===== src/sv/ftrt_pkg.sv =====
`default_nettype none
// ----------------------------------------------------------------------------
// ftrt_pkg: five-tuple rule table shared definitions
// Sizes, operation and status codes, and request/result/rule record types.
// ----------------------------------------------------------------------------
package ftrt_pkg;

    localparam int MAX_RULES   = 128;
    localparam int IDX_W       = (MAX_RULES > 1) ? $clog2(MAX_RULES) : 1;
    localparam int CNT_W       = $clog2(MAX_RULES + 1);
    localparam int HELD_W      = 8;
    // power of two, so the queue pointers wrap on their own
    localparam int QUEUE_DEPTH = 2;
    localparam int QPTR_W      = (QUEUE_DEPTH > 1) ? $clog2(QUEUE_DEPTH) : 1;
    localparam int QFILL_W     = $clog2(QUEUE_DEPTH + 1);

    localparam logic [1:0] MODE_LOOKUP = 2'd0;
    localparam logic [1:0] MODE_ADD    = 2'd1;
    localparam logic [1:0] MODE_DELETE = 2'd2;

    localparam logic [1:0] OP_NONE   = 2'd0;
    localparam logic [1:0] OP_LOOKUP = 2'd1;
    localparam logic [1:0] OP_ADD    = 2'd2;
    localparam logic [1:0] OP_DELETE = 2'd3;

    localparam logic [1:0] STATUS_OK     = 2'd0;
    localparam logic [1:0] STATUS_FULL   = 2'd1;
    localparam logic [1:0] STATUS_ABSENT = 2'd2;

    localparam logic RULE_PERMIT = 1'b1;

    typedef struct packed {
        logic [1:0]  mode;
        logic [31:0] source_address;
        logic [31:0] dest_address;
        logic [15:0] source_port;
        logic [15:0] dest_port;
        logic [7:0]  proto_number;
        logic        rule_action;
    } in_item_t;

    typedef struct packed {
        logic              permit;
        logic [1:0]        status;
        logic [HELD_W-1:0] rules_held;
    } out_item_t;

    typedef struct packed {
        logic [31:0] source_address;
        logic [31:0] dest_address;
        logic [15:0] source_port;
        logic [15:0] dest_port;
        logic [7:0]  proto_number;
        logic        rule_action;
    } rule_t;

    localparam int RULE_W = $bits(rule_t);

    typedef struct packed {
        logic [1:0] op;
        rule_t      key;
    } queue_entry_t;

endpackage : ftrt_pkg
`default_nettype wire


===== src/sv/ftrt_front.sv =====
`default_nettype none
// ----------------------------------------------------------------------------
// ftrt_front: request intake and classification
// Decodes each request's mode into an operation and holds it in a short queue
// until the table engine takes it.
// ----------------------------------------------------------------------------
module ftrt_front (
    input  wire logic                  clk,
    input  wire logic                  rst_n,
    input  wire logic                  in_valid,
    output      logic                  in_stall,
    input  wire ftrt_pkg::in_item_t    in_item,
    output      logic                  q_valid,
    output      ftrt_pkg::queue_entry_t q_entry,
    input  wire logic                  q_pop
);
    import ftrt_pkg::*;

    queue_entry_t        slot_reg [QUEUE_DEPTH];
    logic [QPTR_W-1:0]   wr_ptr_reg, wr_ptr_next;
    logic [QPTR_W-1:0]   rd_ptr_reg, rd_ptr_next;
    logic [QFILL_W-1:0]  fill_reg, fill_next;
    logic                push;
    queue_entry_t        classified;

    always_comb
    begin
        classified.key.source_address = in_item.source_address;
        classified.key.dest_address   = in_item.dest_address;
        classified.key.source_port    = in_item.source_port;
        classified.key.dest_port      = in_item.dest_port;
        classified.key.proto_number   = in_item.proto_number;
        classified.key.rule_action    = in_item.rule_action;
        case (in_item.mode)
            MODE_LOOKUP: classified.op = OP_LOOKUP;
            MODE_ADD:    classified.op = OP_ADD;
            MODE_DELETE: classified.op = OP_DELETE;
            default:     classified.op = OP_NONE;
        endcase
    end

    assign in_stall = (fill_reg == QFILL_W'(QUEUE_DEPTH));
    assign push     = in_valid && !in_stall;
    assign q_valid  = (fill_reg != '0);
    assign q_entry  = slot_reg[rd_ptr_reg];

    always_comb
    begin
        wr_ptr_next = push ? wr_ptr_reg + QPTR_W'(1) : wr_ptr_reg;
        rd_ptr_next = q_pop ? rd_ptr_reg + QPTR_W'(1) : rd_ptr_reg;
        fill_next   = fill_reg;
        if (push && !q_pop)
        begin
            fill_next = fill_reg + QFILL_W'(1);
        end
        else if (!push && q_pop)
        begin
            fill_next = fill_reg - QFILL_W'(1);
        end
    end

    always_ff @(posedge clk or negedge rst_n)
    begin
        if (!rst_n)
        begin
            wr_ptr_reg <= '0;
            rd_ptr_reg <= '0;
            fill_reg   <= '0;
        end
        else
        begin
            wr_ptr_reg <= wr_ptr_next;
            rd_ptr_reg <= rd_ptr_next;
            fill_reg   <= fill_next;
        end
    end

    always_ff @(posedge clk)
    begin
        if (push)
        begin
            slot_reg[wr_ptr_reg] <= classified;
        end
    end

endmodule : ftrt_front
`default_nettype wire


===== config.mk =====
export PLATFORM = sky130hd
export DESIGN_NAME = ftrt_front
export DESIGN_NICKNAME = d
export VERILOG_FILES = /design/src/sv/ftrt_pkg.sv /design/src/sv/ftrt_front.sv
export SDC_FILE = /design/constraint.sdc
export NUM_CORES = 1
export LEC_CHECK = 0
export BUFFER_PORTS_ARGS = -buffer_cell sky130_fd_sc_hd__buf_2
export CAP_MARGIN = 20
export CORE_MARGIN = 8
export CORE_UTILIZATION = 40
export DETAILED_ROUTE_END_ITERATION = 10
export HOLD_SLACK_MARGIN = 0.03
export PLACE_DENSITY = 0.66
export SETUP_SLACK_MARGIN = 0.4
export SLEW_MARGIN = 15
export SYNTH_ARGS = -nofsm -noshare
export SYNTH_HDL_FRONTEND = slang
export SYNTH_SLANG_ARGS = --single-unit

===== constraint.sdc =====
create_clock -name clk -period 6.8 [get_ports clk]
set_input_delay 1.36 -clock clk [delete_from_list [all_inputs] [get_ports clk]]
set_output_delay 1.36 -clock clk [all_outputs]
set_load 0.005 [all_outputs]

==> results of run 1 <==
[layout by cell type, fill, tap and decap left out, types with 4 or more instances in the layout]
master	synthesis	final
mux2_2	87	87
mux2_4	20	20
edfxtp_1	214	214
buf_4	0	4
ha_1	4	4
clkbuf_1	0	6
buf_2	8	219
inv_1	5	5
clkinv_1	0	6
clkbuf_16	0	23
[per-layer routing]
metal  wire length (microns)  vias to the layer above  global-route usage, %
li1                        -                     1891                      -
met3                    1460                       16                   4.31
met5                      12                        -                      0
met1                    6070                     2036                   13.3
met4                     181                        2                   2.77
met2                    8540                      145                   23.5
[worst max-delay path by stage]
stage | end | cells past startpoint | slack, ps | start
3_3_place_gp | q_entry[91] | 3 | 3140 | rd_ptr_reg$_DFFE_PN0P_
4_1_cts | q_entry[91] | 3 | 2580 | rd_ptr_reg$_DFFE_PN0P_
3_5_place_dp | q_entry[91] | 3 | 3090 | rd_ptr_reg$_DFFE_PN0P_
5_1_grt | q_entry[29] | 3 | 2470 | rd_ptr_reg$_DFFE_PN0P_
2_1_floorplan | slot_reg[0][0]$_DFFE_PP_ | 2 | 2130 | in_valid
6_report | q_entry[38] | 3 | 2640 | rd_ptr_reg$_DFFE_PN0P_
[kinds of logic (layout without fill, tap and decap cells)]
| kind of cell | Yosys count | after routing | share of synthesized area [%] |
|---|---|---|---|
| flip-flops | 218 | 218 | 81.2 |
| multiplexers | 107 | 107 | 15.9 |
| buffers and inverters | 17 | 269 | 1.29 |
| AND/OR/NAND/NOR | 8 | 8 | 0.467 |
| XOR/XNOR | 5 | 5 | 0.545 |
| adder cells (fa/ha/maj) | 4 | 4 | 0.622 |
| other | 0 | 1 | 0 |
[critical path: stages, from the launching register on]
cell     delay, ps
dfrtp_4       1020
buf_4          670
mux2_2         420
buf_2          140
[metrics by stage]
step                area, sq um  util, %  worst slack (ps)
CTS                       10100     50.7              2580
floorplan                  8040        -              2130
global route              10100     50.7              2470
global placement           9440     47.2              3140
finish                    10100     50.7              2640
detailed placement         9440     47.2              3090
[power by group]
group	internal [W]	switching [W]	leakage, nW	total, W
registers	0.00184	0.000151	2.03	0.00199
clock network	0.000659	0.000466	0.330	0.00112
logic	0.000573	0.000515	1.49	0.00109
total	0.00307	0.00113	3.85	0.00420
[area by class of cell]
cell class	instances	area (sq um)	share of cell area (%)
Antenna cell	1	2.50	0.0247
Clock buffer	29	598	5.91
Clock inverter	12	83.8	0.828
Inverter	5	18.8	0.185
Multi-Input combinational cell	124	1420	14.1
Sequential cell	218	6530	64.5
Tap cell	270	338	3.34
Timing Repair Buffer	223	1130	11.1
==> reports/qor.yml, run 1 <==
crit_path_start_kind: "flip-flop"
slew_violations: 0
fin_crit_sh_pct: 61.1
drtAntennaViolNets: 0
yosysSeqAreaShare_pct: 81.2
htreeDepth: 1
synthArstFlopShare_pct: 1.83
path_class: "reg -> out"
clkSinkCount: 218
final-hold-violation-count: 0
period_minus_slack_ps: 4160
hold_start: "fill_reg[0]$_DFFE_PN0P_"
yosys.area.top_type: "edfxtp_1"
cts_tree: "yes"
yosysWarnings: 0
dr_total_vias: 4090
hold_class: "reg -> reg"
io_pins: 220
status: "finished clean"
synth_common_cells: "edfxtp_1, mux2_2, mux2_4, buf_2, inv_1"
drive_above_1_share_pct: 59.4
hold_path_end: "fill_reg[0]$_DFFE_PN0P_"
drt_iter0_drc: 181
drc: 0
drt-total-wl_microns: 16300
largest_reg_flops: 214
synth.avg_cell_area_sq_um: 22.4
worstSkewPairLatency_ps: 490
ys.flop_type: "edfxtp_1"
vias_per_cell: 4.64
required_ps: 5440
rr_startpoint: "fill_reg[0]$_DFFE_PN0P_"
numCtsBuffers: 23
die_w_microns: 158
setup_violations: 0
ys_types: 15
ys_ff_latch: 218
grt-ovfl-total: 0
max_freq_mhz: 241
ctsResizeCount: 0
syn_area_sq_um: 8040
setup_tns_ps: 0
dp.cells: 840
hold_slack_ps: 537
netlist_instances: 359
ir_drop_mv: 0.230
num_rows: 52
root_buffer: "clkbuf_16"
ff2ff_setup_slack_ps: 4330
instances_no_fill: 882
max-cap-violations: 0
fin_nets: 710
fillers: 1665
initial_core_util_pct: 40.3
rsz0062_at_grt: "false"
grt_pass1_vias: 4679
post-cts-setup-buffers: 0
cellLeakagePower_nw: 3.85
antenna_found_initial: 2
grt_max_degree: 71
critPathMaxFanout: 60
skew_ps: 7.29
reg2reg_to: "slot_reg[1][53]$_DFFE_PP_"
area_growth_pct: 25.9
cts.path.max_buffers: 3
hold_depth: 1
first_pass_iters: 4
worst_pin_slew_ps: 998
fp.coreArea_sq_um: 20000
gp_congestion: 0.745
die_area_sq_um: 24900
io_buffers: 219
synth_edf_count: 214
hpwl_microns: 11100
critPathCaptureType: "primary output"
dieHeight_microns: 158
wl_per_cell_microns: 18.4
r2r_cells: 3
relSlewSlack_pct: 33.5
synth_top_area_share_pct: 79.9
path_clk_slew_ps: 60
post-synth-top-count-cell: "edfxtp_1"
grt_pass1_wl_microns: 24300
fin_total_pwr_w: 0.00420
grt_usage_pct: 12.6
hold_buffers: 0
critical_path_arrival_ps: 2800
p_per_area_nw_per_um2: 415
synth_area_leaders: "edfxtp_1, mux2_2, mux2_4"
synthesis.nets: 474
Power figures use the tool's default switching activity.
==> inputs of run 2 (changes only) <==
clock period = 4.2 ns   (was 6.8 ns; I/O delays follow)
==> reports/qor.yml, run 2 (synthesis results as in run 1) <==
relSlewSlack_pct: 48.4
hpwl_microns: 11000
pwr-share-comb_pct: 27.6
setup_tns_ps: 0
final_cell_mix: "buf_2, edfxtp_1, mux2_2"
required_ps: 3360
fin_crit_sh_pct: 69.3
rsz0062_at_grt: "false"
vias_per_cell: 4.59
worst_path_dominant_cell_family: "buffers and inverters"
cpPeakStageDelay_ps: 530
drt_iter0_drc: 155
ir_drop_mv: 0.384
die_area_sq_um: 24900
drc: 0
drive_above_1_share_pct: 59.6
share_seq_of_total_power_pct: 45.7
switchingPower_w: 0.00182
p_int_w: 0.00501
period_minus_slack_ps: 2910
cp_slowest_cell: "dfrtp_4"
critPathMaxFanout: 37
skew_ps: 10.9
fin_util_pct: 50.9
switching_share_pct: 26.6
slew_violations: 0
layout_commonest_cell: "buf_2"
antenna_found_initial: 1
path_clk_slew_ps: 60
area_growth_pct: 26.4
final-hold-violation-count: 0
dieHeight_microns: 158
cts_tree: "yes"
crit_chain: "buf_4, mux2_2, buf_2"
largest_reg_flops: 214
num_rows: 52
path_class: "reg -> out"
hold_buffers: 0
grt_pass1_vias: 4566
root_buffer: "clkbuf_16"
grt_pass1_wl_microns: 24100
grt-ovfl-total: 0
critical_path_arrival_ps: 2070
fin_nets: 711
max_freq_mhz: 343
status: "finished clean"
htreeDepth: 1
p_per_area_nw_per_um2: 672
hold_class: "in -> async"
dr_total_vias: 4057
numCtsBuffers: 23
post-cts-setup-buffers: 0
grt_max_degree: 61
wl_per_cell_microns: 18.1
first_pass_iters: 4
crit_path_start_kind: "flip-flop"
critPathCaptureType: "primary output"
worst_pin_slew_ps: 774
initial_core_util_pct: 40.3
drtAntennaViolNets: 0
fp.coreArea_sq_um: 20000
clkSinkCount: 218
p_clk_share_pct: 26.7
drt-total-wl_microns: 16000
cts.path.max_buffers: 3
grt_usage_pct: 12.4
gp_congestion: 0.733
setup_violations: 0
die_w_microns: 158
io_buffers: 219
ctsResizeCount: 0
io_pins: 220
worstSkewPairLatency_ps: 490
max-cap-violations: 0
critical_path_buf_inv_count: 2
cellLeakagePower_nw: 3.87
-- run 2: cell count changes in the layout (fill, tap and decap cells not counted), sizes merged --
cell	before	now
buf	223	224
bufinv	1	0
clkbuf	29	35
clkinv	10	5
-- run 2: power groups by stage --
| stage | registers (W) | logic (W) | clock network [W] |
|---|---|---|---|
| after floorplan | 0.00311 | 0.00118 | 0 |
| final | 0.00312 | 0.00188 | 0.00182 |
| after detailed placement | 0.00317 | 0.00193 | 0 |
| after global routing | 0.00316 | 0.00205 | 0.00197 |
| after global placement | 0.00314 | 0.00190 | 0 |
| after CTS | 0.00312 | 0.00194 | 0.00188 |
-- run 2: area by class of cell --
cell class	count	area, sq um
diodes	1	2.50
clock buffers	35	661
clock inverters	6	28.8
fillers	1660	9810
inverters	5	18.8
multi-input cells	124	1420
flip-flops and latches	218	6530
well taps	270	338
repair buffers	224	1160
-- run 2: routing by layer --
metal	global-route usage [%]	share of wire (%)	vias to the layer above
met1	13.9	39	1982
met5	0	0.081	-
li1	-	-	1888
met3	4.64	9.2	24
met2	21.7	50	161
met4	3.67	2.1	2
-- run 2: worst paths after layout --
check	slack, ps	cells after the start	to	start
max	1290	3	q_entry[58]	rd_ptr_reg$_DFFE_PN0P_
min	140	1	fill_reg[1]$_DFFE_PN0P_	rst_n
max reg2reg	2140	3	slot_reg[1][45]$_DFFE_PP_	fill_reg[0]$_DFFE_PN0P_
min reg2reg	500	1	fill_reg[1]$_DFFE_PN0P_	fill_reg[1]$_DFFE_PN0P_
max in group asynchronous	3920	1	rd_ptr_reg$_DFFE_PN0P_	rst_n
min in group clk	500	1	fill_reg[1]$_DFFE_PN0P_	fill_reg[1]$_DFFE_PN0P_
-- run 2: metrics by stage --
stage                     instance area [sq um]  hold WS, ps  power [W]  setup WS [ps]  instances
after floorplan                            8050          456    0.00430           1240        359
after global placement                     9470          475    0.00504           1800        841
after detailed placement                   9470          490    0.00510           1770        841
after CTS                                 10200          124    0.00694           1260        882
after global routing                      10200          119    0.00718           1190        882
final                                     10200          144    0.00682           1290        883
-- run 2: worst reg2reg max path, delay by kind of cell, from the launching register on --
| family | cells | cell delay [ps] |
|---|---|---|
| and+or+nand+nor | 2 | 860 |
| DFF | 1 | 410 |
| buffers and inverters | 1 | 430 |
==> inputs of run 3 (changes only) <==
PLACE_DENSITY = 0.68   (was 0.66)
clock period = 2.55 ns   (was 4.2 ns; I/O delays follow)
==> reports/qor.yml, run 3 (synthesis results as in run 1) <==
ir_drop_mv: 0.605
dieHeight_microns: 158
crit_chain: "buf_12, buf_16, mux2_4, buf_2"
cp_slowest_cell: "dfrtp_4"
critical_path_arrival_ps: 1770
clkSinkCount: 218
critPathMaxFanout: 22
drt-total-wl_microns: 17300
dr_total_vias: 4170
final-hold-violation-count: 0
status: "finished clean"
drtAntennaViolNets: 0
path_class: "reg -> out"
drc: 0
max_freq_mhz: 439
skew_ps: 8.70
slew_violations: 0
io_buffers: 219
hold_class: "in -> reg"
worstSkewPairLatency_ps: 490
p_per_area_nw_per_um2: 1140
io_pins: 220
diodes: 0
relSlewSlack_pct: 59.4
htreeDepth: 1
required_ps: 2040
area_growth_pct: 29.4
worst_path_dominant_cell_family: "flip-flops"
drt_iter0_drc: 166
fin_total_pwr_w: 0.0119
dp_worst_setup_slack_ps: 614
path_clk_slew_ps: 60
drive_above_1_share_pct: 61.0
die_w_microns: 158
largest_reg_flops: 214
critPathCaptureType: "primary output"
initial_core_util_pct: 40.3
final_cell_mix: "buf_2, edfxtp_1, mux2_2"
antenna_found_initial: 2
root_buffer: "clkbuf_16"
cts.path.max_buffers: 3
gp_congestion: 0.723
max-cap-violations: 0
cts_tree: "yes"
grt_pass1_wl_microns: 26000
grt_pass1_vias: 4735
setup_violations: 0
critical_path_buf_inv_count: 3
vias_per_cell: 4.69
grt_usage_pct: 13.5
fin_nets: 720
fin_ws_ps: 270
first_pass_iters: 4
hpwl_microns: 10900
cpPeakStageDelay_ps: 490
worst_pin_slew_ps: 608
grt-ovfl-total: 0
crit_path_start_kind: "flip-flop"
die_area_sq_um: 24900
rsz0062_at_grt: "true"
period_minus_slack_ps: 2280
num_rows: 52
cellLeakagePower_nw: 3.98
fp.coreArea_sq_um: 20000
wl_per_cell_microns: 19.4
fin_crit_sh_pct: 89.4
grt_max_degree: 64
numCtsBuffers: 23
layout_commonest_cell: "buf_2"
## run 3: cell types whose count changed in the layout (fill, tap and decap cells not counted), moves of 2 or more
cell / change
bufinv_16: +2
clkbuf_8: -4
buf_12: +3
clkbuf_1: -5
clkinv_2: +2
clkinvlp_4: +2
buf_16: +5
## run 3: path summary, 6_finish.rpt
| path | start | endpoint | slack (ps) | cells after the start |
|---|---|---|---|---|
| max | rd_ptr_reg$_DFFE_PN0P_ | q_entry[74] | 270 | 4 |
| min | in_item[24] | slot_reg[1][24]$_DFFE_PP_ | 200 | 1 |
| max reg2reg | fill_reg[0]$_DFFE_PN0P_ | slot_reg[1][70]$_DFFE_PP_ | 860 | 3 |
| min reg2reg | fill_reg[0]$_DFFE_PN0P_ | fill_reg[0]$_DFFE_PN0P_ | 550 | 1 |
| max in group asynchronous | rst_n | rd_ptr_reg$_DFFE_PN0P_ | 2010 | 2 |
| min in group asynchronous | rst_n | fill_reg[0]$_DFFE_PN0P_ | 400 | 2 |
## run 3: cell type report
class	instances	area (sq um)
clock inverters	14	126
multi-input cells	124	1440
inverters	5	18.8
well taps	270	338
fillers	1643	9570
flip-flops and latches	218	6530
clock buffers	26	587
repair buffers	233	1370
## run 3: stage by stage
stage	TNS, ps	cells	cell area [sq um]	util, %	hold slack, ps
after global placement	0	842	9520	47.6	320
after detailed placement	0	842	9520	47.6	325
final	0	890	10400	52.1	204
after floorplan	-5560	359	8070	-	214
after global routing	0	890	10400	52.1	186
after CTS	0	889	10400	52.1	179
## run 3: where the power goes
group	total, W	internal [W]	switching (W)
logic	0.00361	0.00187	0.00174
clock network	0.00315	0.00185	0.00129
registers	0.00511	0.00490	0.000206
total	0.0119	0.00862	0.00324
## run 3: worst reg2reg max path, stage by stage, from the launching register on
cell	delay, ps
dfrtp_1	410
nand2b_4	170
and3_4	210
buf_4	490
## run 3: what timing repair did
item / in CTS / in global routing
gates resized for setup: 7 / 1
hold endpoints to repair: 4 / 0
buffers inserted: 2 / 1
endpoints found under the setup margin: 107 / 107
hold buffers: 1 / 0
cloned: 4 / 0
## run 3: per-layer routing
layer / routed length, microns / track usage (%) / share of wire (%)
met5: 20 / 0 / 0.12
met4: 285 / 3.40 / 1.7
met3: 1410 / 3.71 / 8.1
met2: 8600 / 23.8 / 50
met1: 6960 / 16.1 / 40
